--- src/rtl/shell_word_lexer_defines.svh ---
// assertion macros for the shell word lexer
// used by the rtl modules that check their own logic; no dependencies
`ifndef SHELL_WORD_LEXER_DEFINES_SVH
`define SHELL_WORD_LEXER_DEFINES_SVH

`ifndef SYNTHESIS
// property checked on every rising clk_i edge outside reset
`define SWL_ASSERT(lbl, prop, msg) \
  lbl: assert property (@(posedge clk_i) disable iff (!rst_ni) prop) else $error(msg);
// condition that must never be true outside reset
`define SWL_ASSERT_NEVER(lbl, cond, msg) \
  `SWL_ASSERT(lbl, !(cond), msg)
`else
`define SWL_ASSERT(lbl, prop, msg)
`define SWL_ASSERT_NEVER(lbl, cond, msg)
`endif

`endif

--- src/rtl/swl_pkg.sv ---
// shared types, codes and constants of the shell word lexer
// no dependencies; used by every rtl module of the block
package swl_pkg;

  // characters with a meaning of their own
  localparam logic [7:0] CH_SPACE  = 8'h20;
  localparam logic [7:0] CH_TAB    = 8'h09;
  localparam logic [7:0] CH_DQUOTE = 8'h22;
  localparam logic [7:0] CH_SQUOTE = 8'h27;
  localparam logic [7:0] CH_BSLASH = 8'h5C;

  // open quote codes reported at line end
  localparam logic [1:0] OQ_NONE   = 2'd0;
  localparam logic [1:0] OQ_SINGLE = 2'd1;
  localparam logic [1:0] OQ_DOUBLE = 2'd2;

  // configuration register indexes
  localparam logic CFG_COMPLETION_MODE   = 1'b0;
  localparam logic CFG_ACCEPT_OPEN_QUOTE = 1'b1;

  // default depth of the run queue between front and back
  localparam int unsigned RUN_FIFO_DEPTH = 4;

  // most results one input item can cause
  localparam int unsigned MAX_RESULTS = 3;

  typedef enum logic [1:0] {
    KIND_CHAR      = 2'd0,
    KIND_WORD_END  = 2'd1,
    KIND_LINE_DONE = 2'd2,
    KIND_REJECTED  = 2'd3
  } kind_e;

  // lexer mode, one-hot
  typedef enum logic [3:0] {
    LEX_BETWEEN     = 4'b0001,
    LEX_BARE        = 4'b0010,
    LEX_QUOTED      = 4'b0100,
    LEX_AFTER_QUOTE = 4'b1000
  } lex_mode_e;

  typedef struct packed {
    logic [7:0] char_in;
    logic       line_end;
  } in_item_t;

  typedef struct packed {
    kind_e      kind;
    logic [7:0] word_char;
    logic [1:0] open_quote;
    logic       last_of_run;
  } out_item_t;

  // one result without its position in the run
  typedef struct packed {
    kind_e      kind;
    logic [7:0] word_char;
    logic [1:0] open_quote;
  } res_t;

  // all results of one input item
  typedef struct packed {
    logic [1:0]                 count;
    res_t [MAX_RESULTS-1:0]     res;
  } run_t;

  // front to queue
  typedef struct packed {
    logic valid;
    run_t run;
  } run_push_t;

  // queue to back
  typedef struct packed {
    logic empty;
    run_t head;
  } run_head_t;

  function automatic res_t mk_res(kind_e kind, logic [7:0] ch, logic [1:0] oq);
    res_t r;
    r.kind       = kind;
    r.word_char  = ch;
    r.open_quote = oq;
    return r;
  endfunction

endpackage

--- src/rtl/swl_front.sv ---
// front part: takes characters, tracks the lexer state, builds result runs
// depends on swl_pkg and shell_word_lexer_defines.svh
`include "shell_word_lexer_defines.svh"

module swl_front (
  input  logic                clk_i,
  input  logic                rst_ni,
  input  logic                cfg_we_i,
  input  logic                cfg_idx_i,
  input  logic                cfg_wdata_i,
  input  logic                push,
  output logic                full,
  input  swl_pkg::in_item_t   item_i,
  input  logic                q_full_i,
  output swl_pkg::run_push_t  run_o
);

  logic                completion_q;
  logic                accept_open_q;
  swl_pkg::lex_mode_e  lex_mode_q, lex_mode_d;
  logic                dquote_q, dquote_d;
  logic                esc_q, esc_d;
  logic                word_open_q, word_open_d;
  logic                ended_blank_q, ended_blank_d;
  logic                fire;
  swl_pkg::run_t       run_d;

  assign full = q_full_i;
  assign fire = push && !q_full_i;

  // configuration registers
  always_ff @(posedge clk_i or negedge rst_ni) begin
    if (!rst_ni) begin
      completion_q  <= 1'b0;
      accept_open_q <= 1'b0;
    end else if (cfg_we_i) begin
      case (cfg_idx_i)
        swl_pkg::CFG_COMPLETION_MODE:   completion_q  <= cfg_wdata_i;
        swl_pkg::CFG_ACCEPT_OPEN_QUOTE: accept_open_q <= cfg_wdata_i;
        default: ;
      endcase
    end
  end

  // lexer step and result run for one item
  always_comb begin
    logic [1:0] n;
    logic [7:0] c;
    logic [7:0] q;
    logic [1:0] oq;
    n             = 2'd0;
    c             = item_i.char_in;
    q             = dquote_q ? swl_pkg::CH_DQUOTE : swl_pkg::CH_SQUOTE;
    oq            = dquote_q ? swl_pkg::OQ_DOUBLE : swl_pkg::OQ_SINGLE;
    run_d         = '0;
    lex_mode_d    = lex_mode_q;
    dquote_d      = dquote_q;
    esc_d         = esc_q;
    word_open_d   = word_open_q;
    ended_blank_d = ended_blank_q;
    if (item_i.line_end) begin
      if (lex_mode_q == swl_pkg::LEX_QUOTED) begin
        if (!accept_open_q) begin
          run_d.res[n] = swl_pkg::mk_res(swl_pkg::KIND_REJECTED, 8'h00, oq);
          n = n + 2'd1;
        end else begin
          if (esc_q) begin
            run_d.res[n] = swl_pkg::mk_res(swl_pkg::KIND_CHAR, swl_pkg::CH_BSLASH,
                                           swl_pkg::OQ_NONE);
            n = n + 2'd1;
          end
          run_d.res[n] = swl_pkg::mk_res(swl_pkg::KIND_WORD_END, 8'h00, swl_pkg::OQ_NONE);
          n = n + 2'd1;
          run_d.res[n] = swl_pkg::mk_res(swl_pkg::KIND_LINE_DONE, 8'h00, oq);
          n = n + 2'd1;
        end
      end else begin
        if (word_open_q || (completion_q && ended_blank_q)) begin
          run_d.res[n] = swl_pkg::mk_res(swl_pkg::KIND_WORD_END, 8'h00, swl_pkg::OQ_NONE);
          n = n + 2'd1;
        end
        run_d.res[n] = swl_pkg::mk_res(swl_pkg::KIND_LINE_DONE, 8'h00, swl_pkg::OQ_NONE);
        n = n + 2'd1;
      end
      lex_mode_d    = swl_pkg::LEX_BETWEEN;
      dquote_d      = 1'b0;
      esc_d         = 1'b0;
      word_open_d   = 1'b0;
      ended_blank_d = 1'b1;
    end else if (lex_mode_q == swl_pkg::LEX_QUOTED) begin
      if (esc_q) begin
        esc_d = 1'b0;
        if (c != q && c != swl_pkg::CH_BSLASH) begin
          run_d.res[n] = swl_pkg::mk_res(swl_pkg::KIND_CHAR, swl_pkg::CH_BSLASH,
                                         swl_pkg::OQ_NONE);
          n = n + 2'd1;
        end
        run_d.res[n] = swl_pkg::mk_res(swl_pkg::KIND_CHAR, c, swl_pkg::OQ_NONE);
        n = n + 2'd1;
      end else if (c == swl_pkg::CH_BSLASH) begin
        esc_d = 1'b1;
      end else if (c == q) begin
        lex_mode_d = swl_pkg::LEX_AFTER_QUOTE;
      end else begin
        run_d.res[n] = swl_pkg::mk_res(swl_pkg::KIND_CHAR, c, swl_pkg::OQ_NONE);
        n = n + 2'd1;
      end
    end else if (c inside {swl_pkg::CH_SPACE, swl_pkg::CH_TAB}) begin
      if (word_open_q) begin
        run_d.res[n] = swl_pkg::mk_res(swl_pkg::KIND_WORD_END, 8'h00, swl_pkg::OQ_NONE);
        n = n + 2'd1;
      end
      word_open_d   = 1'b0;
      lex_mode_d    = swl_pkg::LEX_BETWEEN;
      ended_blank_d = 1'b1;
    end else begin
      word_open_d   = 1'b1;
      ended_blank_d = 1'b0;
      if (lex_mode_q != swl_pkg::LEX_BARE &&
          (c == swl_pkg::CH_SQUOTE || c == swl_pkg::CH_DQUOTE)) begin
        lex_mode_d = swl_pkg::LEX_QUOTED;
        dquote_d   = (c == swl_pkg::CH_DQUOTE);
        esc_d      = 1'b0;
      end else begin
        lex_mode_d = swl_pkg::LEX_BARE;
        run_d.res[n] = swl_pkg::mk_res(swl_pkg::KIND_CHAR, c, swl_pkg::OQ_NONE);
        n = n + 2'd1;
      end
    end
    run_d.count = n;
  end

  // lexer state
  always_ff @(posedge clk_i or negedge rst_ni) begin
    if (!rst_ni) begin
      lex_mode_q    <= swl_pkg::LEX_BETWEEN;
      dquote_q      <= 1'b0;
      esc_q         <= 1'b0;
      word_open_q   <= 1'b0;
      ended_blank_q <= 1'b1;
    end else if (fire) begin
      lex_mode_q    <= lex_mode_d;
      dquote_q      <= dquote_d;
      esc_q         <= esc_d;
      word_open_q   <= word_open_d;
      ended_blank_q <= ended_blank_d;
    end
  end

  // only runs with results go to the queue
  assign run_o.valid = fire && (run_d.count != 2'd0);
  assign run_o.run   = run_d;

  `SWL_ASSERT(a_esc_only_quoted, esc_q |-> (lex_mode_q == swl_pkg::LEX_QUOTED), "escape outside quotes")
  `SWL_ASSERT(a_word_open_in_word, (lex_mode_q != swl_pkg::LEX_BETWEEN) |-> word_open_q, "segment without open word")

endmodule

--- src/rtl/swl_run_fifo.sv ---
// short queue of result runs between the front and the back part
// depends on swl_pkg and shell_word_lexer_defines.svh
`include "shell_word_lexer_defines.svh"

module swl_run_fifo #(
  parameter int unsigned Depth = swl_pkg::RUN_FIFO_DEPTH
) (
  input  logic                clk_i,
  input  logic                rst_ni,
  input  swl_pkg::run_push_t  push_i,
  input  logic                pop_i,
  output logic                full_o,
  output swl_pkg::run_head_t  head_o
);

  localparam int unsigned AW = (Depth > 1) ? $clog2(Depth) : 1;
  localparam int unsigned CW = $clog2(Depth + 1);

  swl_pkg::run_t  mem_q [Depth];
  logic [AW-1:0]  wr_ptr_q, rd_ptr_q;
  logic [CW-1:0]  cnt_q;
  logic           do_pop;

  assign full_o       = (cnt_q == CW'(Depth));
  assign head_o.empty = (cnt_q == '0);
  assign head_o.head  = mem_q[rd_ptr_q];
  assign do_pop       = pop_i && !head_o.empty;

  // storage
  always_ff @(posedge clk_i) begin
    if (push_i.valid) begin
      mem_q[wr_ptr_q] <= push_i.run;
    end
  end

  // pointers and fill count
  always_ff @(posedge clk_i or negedge rst_ni) begin
    if (!rst_ni) begin
      wr_ptr_q <= '0;
      rd_ptr_q <= '0;
      cnt_q    <= '0;
    end else begin
      if (push_i.valid) begin
        wr_ptr_q <= (wr_ptr_q == AW'(Depth - 1)) ? '0 : wr_ptr_q + AW'(1);
      end
      if (do_pop) begin
        rd_ptr_q <= (rd_ptr_q == AW'(Depth - 1)) ? '0 : rd_ptr_q + AW'(1);
      end
      case ({push_i.valid, do_pop})
        2'b10:   cnt_q <= cnt_q + CW'(1);
        2'b01:   cnt_q <= cnt_q - CW'(1);
        default: ;
      endcase
    end
  end

  `SWL_ASSERT_NEVER(a_no_overflow, push_i.valid && full_o, "run pushed into full queue")

endmodule

--- src/rtl/swl_back.sv ---
// back part: hands out the results of the head run one transfer at a time
// depends on swl_pkg and shell_word_lexer_defines.svh
`include "shell_word_lexer_defines.svh"

module swl_back (
  input  logic                clk_i,
  input  logic                rst_ni,
  input  swl_pkg::run_head_t  head_i,
  output logic                run_pop_o,
  input  logic                pop,
  output logic                empty,
  output swl_pkg::out_item_t  result_o
);

  logic [1:0]     idx_q;
  logic           last;
  logic           fire;
  swl_pkg::res_t  cur;

  assign empty = head_i.empty;
  assign cur   = head_i.head.res[idx_q];
  assign last  = (idx_q == head_i.head.count - 2'd1);
  assign fire  = pop && !head_i.empty;

  // result fields of the current position
  assign result_o.kind        = cur.kind;
  assign result_o.word_char   = cur.word_char;
  assign result_o.open_quote  = cur.open_quote;
  assign result_o.last_of_run = last;

  assign run_pop_o = fire && last;

  // position within the head run
  always_ff @(posedge clk_i or negedge rst_ni) begin
    if (!rst_ni) begin
      idx_q <= 2'd0;
    end else if (fire) begin
      idx_q <= last ? 2'd0 : idx_q + 2'd1;
    end
  end

  `SWL_ASSERT(a_run_nonempty, !head_i.empty |-> (head_i.head.count != 2'd0), "empty run queued")
  `SWL_ASSERT(a_idx_in_run, !head_i.empty |-> (idx_q < head_i.head.count), "position beyond run")

endmodule

--- src/rtl/shell_word_lexer.sv ---
// top level of the shell word lexer: front, run queue and back part
// depends on swl_pkg, swl_front, swl_run_fifo and swl_back
//
//   channel   ports                          moves
//   input     push, full, item_i             one character or a line end
//   result    empty, pop, result_o           one result per transfer
//   config    cfg_we_i, cfg_idx_i, cfg_wdata_i  one register write
//
// an item is taken every cycle while the run queue has room; its results
// leave one per cycle while pop is held, so the sustained rate is set by
// the result side (items without results are not queued).
// an item's results are written into the run queue as it is taken and
// leave from its head; reset clears lexer state, queue and registers;
// stalls on pop back up the queue of FifoDepth runs, then full rises.
module shell_word_lexer #(
  parameter int unsigned FifoDepth = swl_pkg::RUN_FIFO_DEPTH
) (
  input  logic                clk_i,
  input  logic                rst_ni,
  input  logic                cfg_we_i,
  input  logic                cfg_idx_i,
  input  logic                cfg_wdata_i,
  input  logic                push,
  output logic                full,
  input  swl_pkg::in_item_t   item_i,
  output logic                empty,
  input  logic                pop,
  output swl_pkg::out_item_t  result_o
);

  swl_pkg::run_push_t  run_push;
  swl_pkg::run_head_t  run_head;
  logic                q_full;
  logic                run_pop;

  // character classification and lexer state
  swl_front u_front (
    .clk_i       (clk_i),
    .rst_ni      (rst_ni),
    .cfg_we_i    (cfg_we_i),
    .cfg_idx_i   (cfg_idx_i),
    .cfg_wdata_i (cfg_wdata_i),
    .push        (push),
    .full        (full),
    .item_i      (item_i),
    .q_full_i    (q_full),
    .run_o       (run_push)
  );

  // decoupling queue of result runs
  swl_run_fifo #(
    .Depth (FifoDepth)
  ) u_run_fifo (
    .clk_i  (clk_i),
    .rst_ni (rst_ni),
    .push_i (run_push),
    .pop_i  (run_pop),
    .full_o (q_full),
    .head_o (run_head)
  );

  // result serializer
  swl_back u_back (
    .clk_i     (clk_i),
    .rst_ni    (rst_ni),
    .head_i    (run_head),
    .run_pop_o (run_pop),
    .pop       (pop),
    .empty     (empty),
    .result_o  (result_o)
  );

endmodule

--- config.mk ---
export PLATFORM = sky130hd
export DESIGN_NAME = shell_word_lexer
export DESIGN_NICKNAME = d
export VERILOG_FILES = /design/src/rtl/swl_pkg.sv /design/src/rtl/swl_front.sv /design/src/rtl/swl_run_fifo.sv /design/src/rtl/swl_back.sv /design/src/rtl/shell_word_lexer.sv
export VERILOG_INCLUDE_DIRS = /design/src /design/src/rtl
export SDC_FILE = /design/constraint.sdc
export NUM_CORES = 1
export LEC_CHECK = 0
export CAP_MARGIN = 30
export CORE_MARGIN = 2
export CORE_UTILIZATION = 57
export DETAILED_ROUTE_END_ITERATION = 10
export DONT_BUFFER_PORTS = 1
export PLACE_DENSITY = 0.78
export SLEW_MARGIN = 10
export SYNTH_ARGS = -nofsm -noshare
export SYNTH_HDL_FRONTEND = slang
export SYNTH_SLANG_ARGS = --single-unit
--- constraint.sdc ---
create_clock -name clk_i -period 2.72 [get_ports clk_i]
set_input_delay 0.272 -clock clk_i [delete_from_list [all_inputs] [get_ports clk_i]]
set_output_delay 0.272 -clock clk_i [all_outputs]
set_load 0.02 [all_outputs]
==> results.json, run 1 <==
{
  "period_needed_ns": 2.751,
  "cts-buffers-inserted": 17,
  "fin_cells": 576,
  "track_usage_pct": 26.88,
  "port_buffers": 0,
  "dieArea_um2": 11070,
  "vias": 3647,
  "path_clk_slew_ns": 0.06,
  "p_sw_share_pct": 33.17,
  "fin_worst_skew_ns": 0.007517,
  "synthCells": 373,
  "synth-edff-count": 112,
  "drc": 0,
  "crit_buf_inv": 2,
  "coreArea_um2": 9864,
  "syn-num-nets": 396,
  "pre_cts_ws_ns": -0.1660,
  "p_leak_nw": 2.604,
  "ys_types": 55,
  "slew_headroom_pct": 62.40,
  "grt_pass1_wl_mm": 21.49,
  "pwr-share-clk_pct": 29.3,
  "fin_nets": 453,
  "grt_max_degree": 30,
  "min_path_type": "in -> reg",
  "rsz0062_at_grt": "true",
  "dpl-instance-area_um2": 6347,
  "cts-root-buf": "clkbuf_8",
  "fin_setup_tns_ns": -0.03061,
  "place.detailed.instances": 532,
  "maxCapViolCount": 0,
  "cp_max_fo": 4,
  "setup_violations": 1,
  "worstSetupPathType": "reg -> reg",
  "htree_levels": 4,
  "die_w_um": 105.2,
  "status": "finished with violations",
  "violations": "setup timing",
  "synth_area_leaders": "edfxtp_1 58%, mux4_2 11%, dfrtp_1 7.3%",
  "synthTopCellsByCount": "112 x edfxtp_1, 30 x nor2_1, 28 x mux4_2",
  "die_y_um": 105.2,
  "synth_most_common_cell": "edfxtp_1",
  "dp_hpwl_mm": 8.513,
  "design_area_um2": 7098,
  "worst_slew_pin_slew_ns": 0.5623,
  "postLayoutSetupSlackWorst_ns": -0.03061,
  "drive_above_1_share_pct": 30.93,
  "drtIter0Drc": 580,
  "clock_latency_ns": 0.53,
  "max_freq_ghz": 0.3636,
  "rr_startpoint": "u_front.lex_mode_q[0]$_DFFE_PN1P_",
  "synth_flop_cell": "edfxtp_1",
  "hp-start": "item_i[0]",
  "fin_util_pct": 71.96,
  "clock-sinks": 131,
  "intPower_mw": 5.082,
  "synth.yosys.seq_area_share_pct": 65.75,
  "grt_pass1_vias": 3763,
  "r2r_slack_ns": -0.03,
  "crit_start": "u_front.lex_mode_q[0]$_DFFE_PN1P_",
  "slowest_stage": "dfstp_2",
  "dr.pass1.iters": 5,
  "pwr_density_cell_nw_per_um2": 1071,
  "grt_overflow_total": 0,
  "start_kind": "register",
  "cp.required_ns": 3.17,
  "fp-row-count": 36,
  "comb_power_share_pct": 33.6,
  "endpoint_kind": "register",
  "yosysWarnings": 0,
  "switchingPower_mw": 2.522,
  "critical-path-top-delay-family": "simple AND/OR/NAND/NOR gates",
  "ir_drop_mv": 0.6459,
  "antenna_found_initial": 0,
  "finalHoldViolCount": 0,
  "area_delta_synth_final_pct": 21.50,
  "hold_ws_ns": 0.03670,
  "start_util_pct": 59.22,
  "max_stage_delay_ns": 0.56,
  "cts_tree": "built",
  "drt-total-wl_mm": 13.76,
  "maxSlewViolCount": 0,
  "total_power_mw": 7.604,
  "synth_top_cell_by_area": "edfxtp_1",
  "clockBufferDepth": 2,
  "syn-cell-area_um2": 5842,
  "ant_nets": 0,
  "crit_chain": "nor4b_2 > or4_4 > a211o_1 > o2111ai_4 > a31oi_4 > inv_2 > ha_4 > inv_2 > fa_2 > xor2_1 > nor2_1 > xor2_1",
  "synth_top_cell_area_share_pct": 57.57,
  "ys_ff_latch": 131,
  "gp_congestion": 0.9335,
  "crit_arrival_ns": 3.20,
  "finalCritPeriodShare_pct": 101.1,
  "wl_per_cell_um": 23.89,
  "syn_area_per_cell_um2": 15.66,
  "synthArstFlopShare_pct": 14.50,
  "num_antenna_cells": 0,
  "viasPerCell": 6.332,
  "num_io_pins": 31,
  "pwr-share-seq_pct": 37.1
}
-- tightest hold or removal path, cell delays in order --
cell	delay (ns)
o31ai_1	0.11
nand2_1	0.09
o41ai_1	0.06
-- cells in the final DEF (no fill, tap or decap), types with 3 or more instances in the layout --
master,count
o21ai_0,9
inv_1,13
o41ai_1,3
clkbuf_16,16
nand2b_1,6
nor2_1,29
dfrtp_1,16
and2_1,6
mux2_2,3
edfxtp_1,112
mux4_2,28
nand3b_1,3
ha_1,5
clkinv_4,5
buf_4,43
a21oi_1,8
nor3_1,9
nor2b_1,4
nand2_1,15
and3_1,9
and2_2,4
mux2i_1,15
buf_12,4
nand4_1,3
dlygate4sd3_1,7
xor2_1,3
o22ai_1,5
inv_6,5
-- power groups by stage --
stage | registers (mW) | logic (mW) | clock network, mW
after floorplan | 2.78 | 1.76 | 0
after global placement | 2.80 | 2.36 | 0
after detailed placement | 2.84 | 2.43 | 0
final | 2.82 | 2.55 | 2.23
after global routing | 2.85 | 2.74 | 2.34
after CTS | 2.82 | 2.49 | 2.26
-- cell type report --
type / count / area [um^2]
flip-flops and latches: 131 / 3842
fillers: 561 / 2766
multi-input cells: 208 / 1934
repair buffers: 57 / 513.0
clock buffers: 17 / 414.1
clock inverters: 15 / 171.4
well taps: 133 / 166.4
inverters: 15 / 56.30
-- repair_timing --
item / 4_1_cts / 5_1_grt
endpoints found under the setup margin: 116 / 59
hold buffers: 6 / 1
cloned: 0 / 0
buffers inserted: 1 / 3
endpoints found under the hold margin: 35 / 1
resized for setup: 5 / 5
pin swaps: 7 / 4
-- sequential cells by signal (all words and copies together) (netlist names) --
register	count
u_run_fifo.rd_ptr_q	2
u_front.accept_open_q	1
u_run_fifo.mem_q	112
u_front.esc_q	1
u_front.ended_blank_q	1
u_back.idx_q	2
u_front.lex_mode_q	4
u_front.dquote_q	1
u_run_fifo.cnt_q	3
u_front.completion_q	1
u_front.word_open_q	1
u_run_fifo.wr_ptr_q	2
-- metal layers --
| layer | vias to the layer above | global-route usage (%) | routed length, um |
|---|---|---|---|
| met5 | - | 0 | 0 |
| met4 | 0 | 9.905 | 412 |
| met2 | 185 | 43.64 | 7030 |
| met1 | 1858 | 34.07 | 5283 |
| met3 | 39 | 8.658 | 1031 |
| li1 | 1565 | - | - |
-- kinds of logic after synthesis --
logic type      count (synthesis)  share of synthesized area, %
compound gates                 44                         5.333
xor+xnor                        5                        0.7498
flops                         131                         65.75
buf+inv                        34                         2.442
mux                            48                         14.46
simple gates                  103                         9.467
fa+ha+maj                       8                         1.799
-- final timing paths --
kind                                                           to  cells past startpoint
worst max-delay path              u_run_fifo.cnt_q[2]$_DFFE_PN0P_                     12
worst min-delay path            u_front.lex_mode_q[2]$_DFFE_PN0P_                      3
worst max register to register    u_run_fifo.cnt_q[2]$_DFFE_PN0P_                     12
worst min register to register    u_run_fifo.cnt_q[0]$_DFFE_PN0P_                      1
max in group asynchronous       u_front.ended_blank_q$_DFFE_PN1P_                      3
min in group asynchronous            u_front.dquote_q$_DFFE_PN0P_                      2
Note: power is estimated with default switching activity, not from simulation.
==> run 2: changes to the inputs <==
Settings changed: CORE_UTILIZATION 57 to 58, PLACE_DENSITY 0.78 to 0.79, SYNTH_HIERARCHICAL from default to 1.
==> run 2 against run 1 <==
Against the previous run: the flow still finishes with violations (setup timing); clock power up 8%; count of clock-buffer cells in the layout up 3; maximum frequency down 2.4%; utilization down 2.4 points; via count up 15%; flip-flop and latch count up 40; routed wire length up 11%; highest routed layer unchanged.
==> results.json, run 2 <==
{
  "status": "finished with violations",
  "violations": "setup timing",
  "place.detailed.instances": 639,
  "clock_latency_ns": 0.42,
  "nFillCells": 773,
  "die_w_um": 117.4,
  "grt_max_degree": 25,
  "maxCapViolCount": 0,
  "drc": 0,
  "dieArea_um2": 13780,
  "period_needed_ns": 2.820,
  "clockBufferDepth": 2,
  "top_register": "u_run_fifo/mem_q",
  "cts-root-buf": "clkbuf_16",
  "seqCellArea_um2": 5044,
  "pwr_density_cell_nw_per_um2": 1054,
  "clock-sinks": 171,
  "fin_util_pct": 69.51,
  "p_leak_nw": 3.161,
  "slowest_stage": "or4b_4",
  "multi_input_area_um2": 2148,
  "grt_overflow_total": 0,
  "syn_area_per_cell_um2": 16.83,
  "hold_ws_ns": 0.03111,
  "fp-row-count": 41,
  "synth_flop_cell": "edfxtp_1",
  "drtIter0Drc": 510,
  "worstSetupPathType": "reg -> reg",
  "crit_chain": "or4b_4 > nor3b_1 > o21a_1 > a221o_1 > a31oi_2 > inv_1 > ha_2 > inv_2 > fa_2 > xor2_1 > nor2_1 > xor2_1",
  "dpl-instance-area_um2": 7951,
  "setup_violations": 1,
  "finalCritPeriodShare_pct": 103.7,
  "crit_arrival_ns": 3.17,
  "critical-path-top-delay-family": "simple AND/OR/NAND/NOR gates",
  "ir_drop_mv": 0.5956,
  "ys_types": 50,
  "num_io_pins": 31,
  "max_freq_ghz": 0.3547,
  "max_stage_delay_ns": 0.59,
  "synth_top_cell_area_share_pct": 61.23,
  "synth_area_leaders": "edfxtp_1 61%, mux4_2 11%, dfrtp_1 5.7%",
  "num_antenna_cells": 0,
  "fin_setup_tns_ns": -0.09963,
  "drive_above_1_share_pct": 30.29,
  "cp.required_ns": 3.07,
  "grt_pass1_wl_mm": 23.54,
  "dp_hpwl_mm": 9.581,
  "start_util_pct": 59.31,
  "wl_per_cell_um": 22.33,
  "worst_slew_pin_slew_ns": 0.6482,
  "fin_cells": 687,
  "largest_reg_flops": 152,
  "synth_most_common_cell": "edfxtp_1",
  "final_common_cell": "edfxtp_1",
  "gp_congestion": 0.9068,
  "postLayoutSetupSlackWorst_ns": -0.09963,
  "viasPerCell": 6.128,
  "start_kind": "register",
  "total_power_mw": 9.210,
  "ys_ff_latch": 171,
  "vias": 4210,
  "pre_cts_ws_ns": -0.06621,
  "top_regs": "u_run_fifo/mem_q (152), u_front/lex_mode_q (4), u_run_fifo/cnt_q (3)",
  "endpoint_kind": "register",
  "cts_tree": "built",
  "synthTopCellsByCount": "152 x edfxtp_1, 38 x mux4_2, 26 x nand2_1",
  "track_usage_pct": 22.85,
  "synthCells": 443,
  "fin_worst_skew_ns": 0.009649,
  "slew_headroom_pct": 56.33,
  "synth_top_cell_by_area": "edfxtp_1",
  "finalHoldViolCount": 0,
  "cts-buffers-inserted": 17,
  "min_path_type": "in -> reg",
  "synthArstFlopShare_pct": 11.11,
  "crit_top_cell": "xor2_1",
  "grt_pass1_vias": 4281,
  "crit_buf_inv": 2,
  "die_y_um": 117.4,
  "synth.yosys.seq_area_share_pct": 67.64,
  "rsz0062_at_grt": "true",
  "antenna_found_initial": 0,
  "fin_nets": 525,
  "maxSlewViolCount": 0,
  "dr.pass1.iters": 5,
  "area_delta_synth_final_pct": 17.19,
  "design_area_um2": 8736,
  "coreArea_um2": 12570,
  "ant_nets": 0,
  "syn-cell-area_um2": 7455,
  "synth-edff-count": 152,
  "path_clk_slew_ns": 0.06,
  "cp_max_fo": 7,
  "yosysWarnings": 6,
  "final_cell_mix": "152 x edfxtp_1, 48 x buf_4, 38 x mux4_2",
  "port_buffers": 0,
  "drt-total-wl_mm": 15.34,
  "htree_levels": 4
}
-- run 2: cell count changes after synthesis, moves of 3 or more --
cell,previous run,this run
and3_1,9,13
buf_12,0,4
nand2_1,15,26
buf_2,3,10
buf_4,1,16
o22ai_1,5,2
clkbuf_1,12,4
mux4_2,28,38
nor2_1,30,15
o21ai_1,0,3
edfxtp_1,112,152
nand2b_1,6,3
o21ai_0,10,21
-- run 2: repair_timing --
| action | in CTS | in global routing |
|---|---|---|
| endpoints found under the setup margin | 2 | 145 |
| hold buffers | 5 | 0 |
| buffers inserted | 1 | 8 |
| pin swaps | 0 | 4 |
| gates cloned | 0 | 2 |
| resized for setup | 2 | 5 |
| hold endpoints to repair | 23 | 0 |
-- run 2: routing by layer --
layer | GRT usage [%] | share of wire, %
met3 | 4.864 | 6.5
met2 | 37.54 | 51
met4 | 7.229 | 1.4
met1 | 31.08 | 41
met5 | 0 | 0
-- run 2: final timing paths --
kind	endpoint	cells after the start	slack, ns	from
hold reg to reg	u_run_fifo/cnt_q[2]$_DFFE_PN0P_	1	0.48	u_run_fifo/cnt_q[2]$_DFFE_PN0P_
hold / removal	u_front/lex_mode_q[0]$_DFFE_PN1P_	2	0.03	item_i[0]
min in group asynchronous	u_front/dquote_q$_DFFE_PN0P_	1	0.20	rst_ni
max in group asynchronous	u_front/ended_blank_q$_DFFE_PN1P_	2	2.00	rst_ni
setup / recovery	u_run_fifo/cnt_q[2]$_DFFE_PN0P_	12	-0.1	u_front/lex_mode_q[1]$_DFFE_PN0P_
setup reg to reg	u_run_fifo/cnt_q[2]$_DFFE_PN0P_	12	-0.1	u_front/lex_mode_q[1]$_DFFE_PN0P_
-- run 2: cells by family after synthesis --
| logic type | count (synthesis) | share of synthesized area (%) |
|---|---|---|
| AOI/OAI and AO/OA | 49 | 3.894 |
| xor gates and xnor gates | 6 | 0.7049 |
| adders and majority gates | 7 | 1.276 |
| buffers and inverters | 49 | 4.515 |
| DFF | 171 | 67.64 |
| muxes | 56 | 13.96 |
| other | 1 | 0.05030 |
| and+or+nand+nor | 104 | 7.955 |
-- run 2: final cells by class --
class                      count  area share, %
multi-input combinational    231          24.59
clock buffer                  20          4.999
clock inverter                12          1.704
inverter                      13         0.5586
sequential                   171          57.73
tap                          172          2.463
timing repair buffer          68          7.949
-- run 2: where the power goes --
group	internal, mW	leakage, nW	switching, mW
Clock	1.44	0.279	0.959
Combinational	1.56	1.23	1.68
Sequential	3.40	1.65	0.178
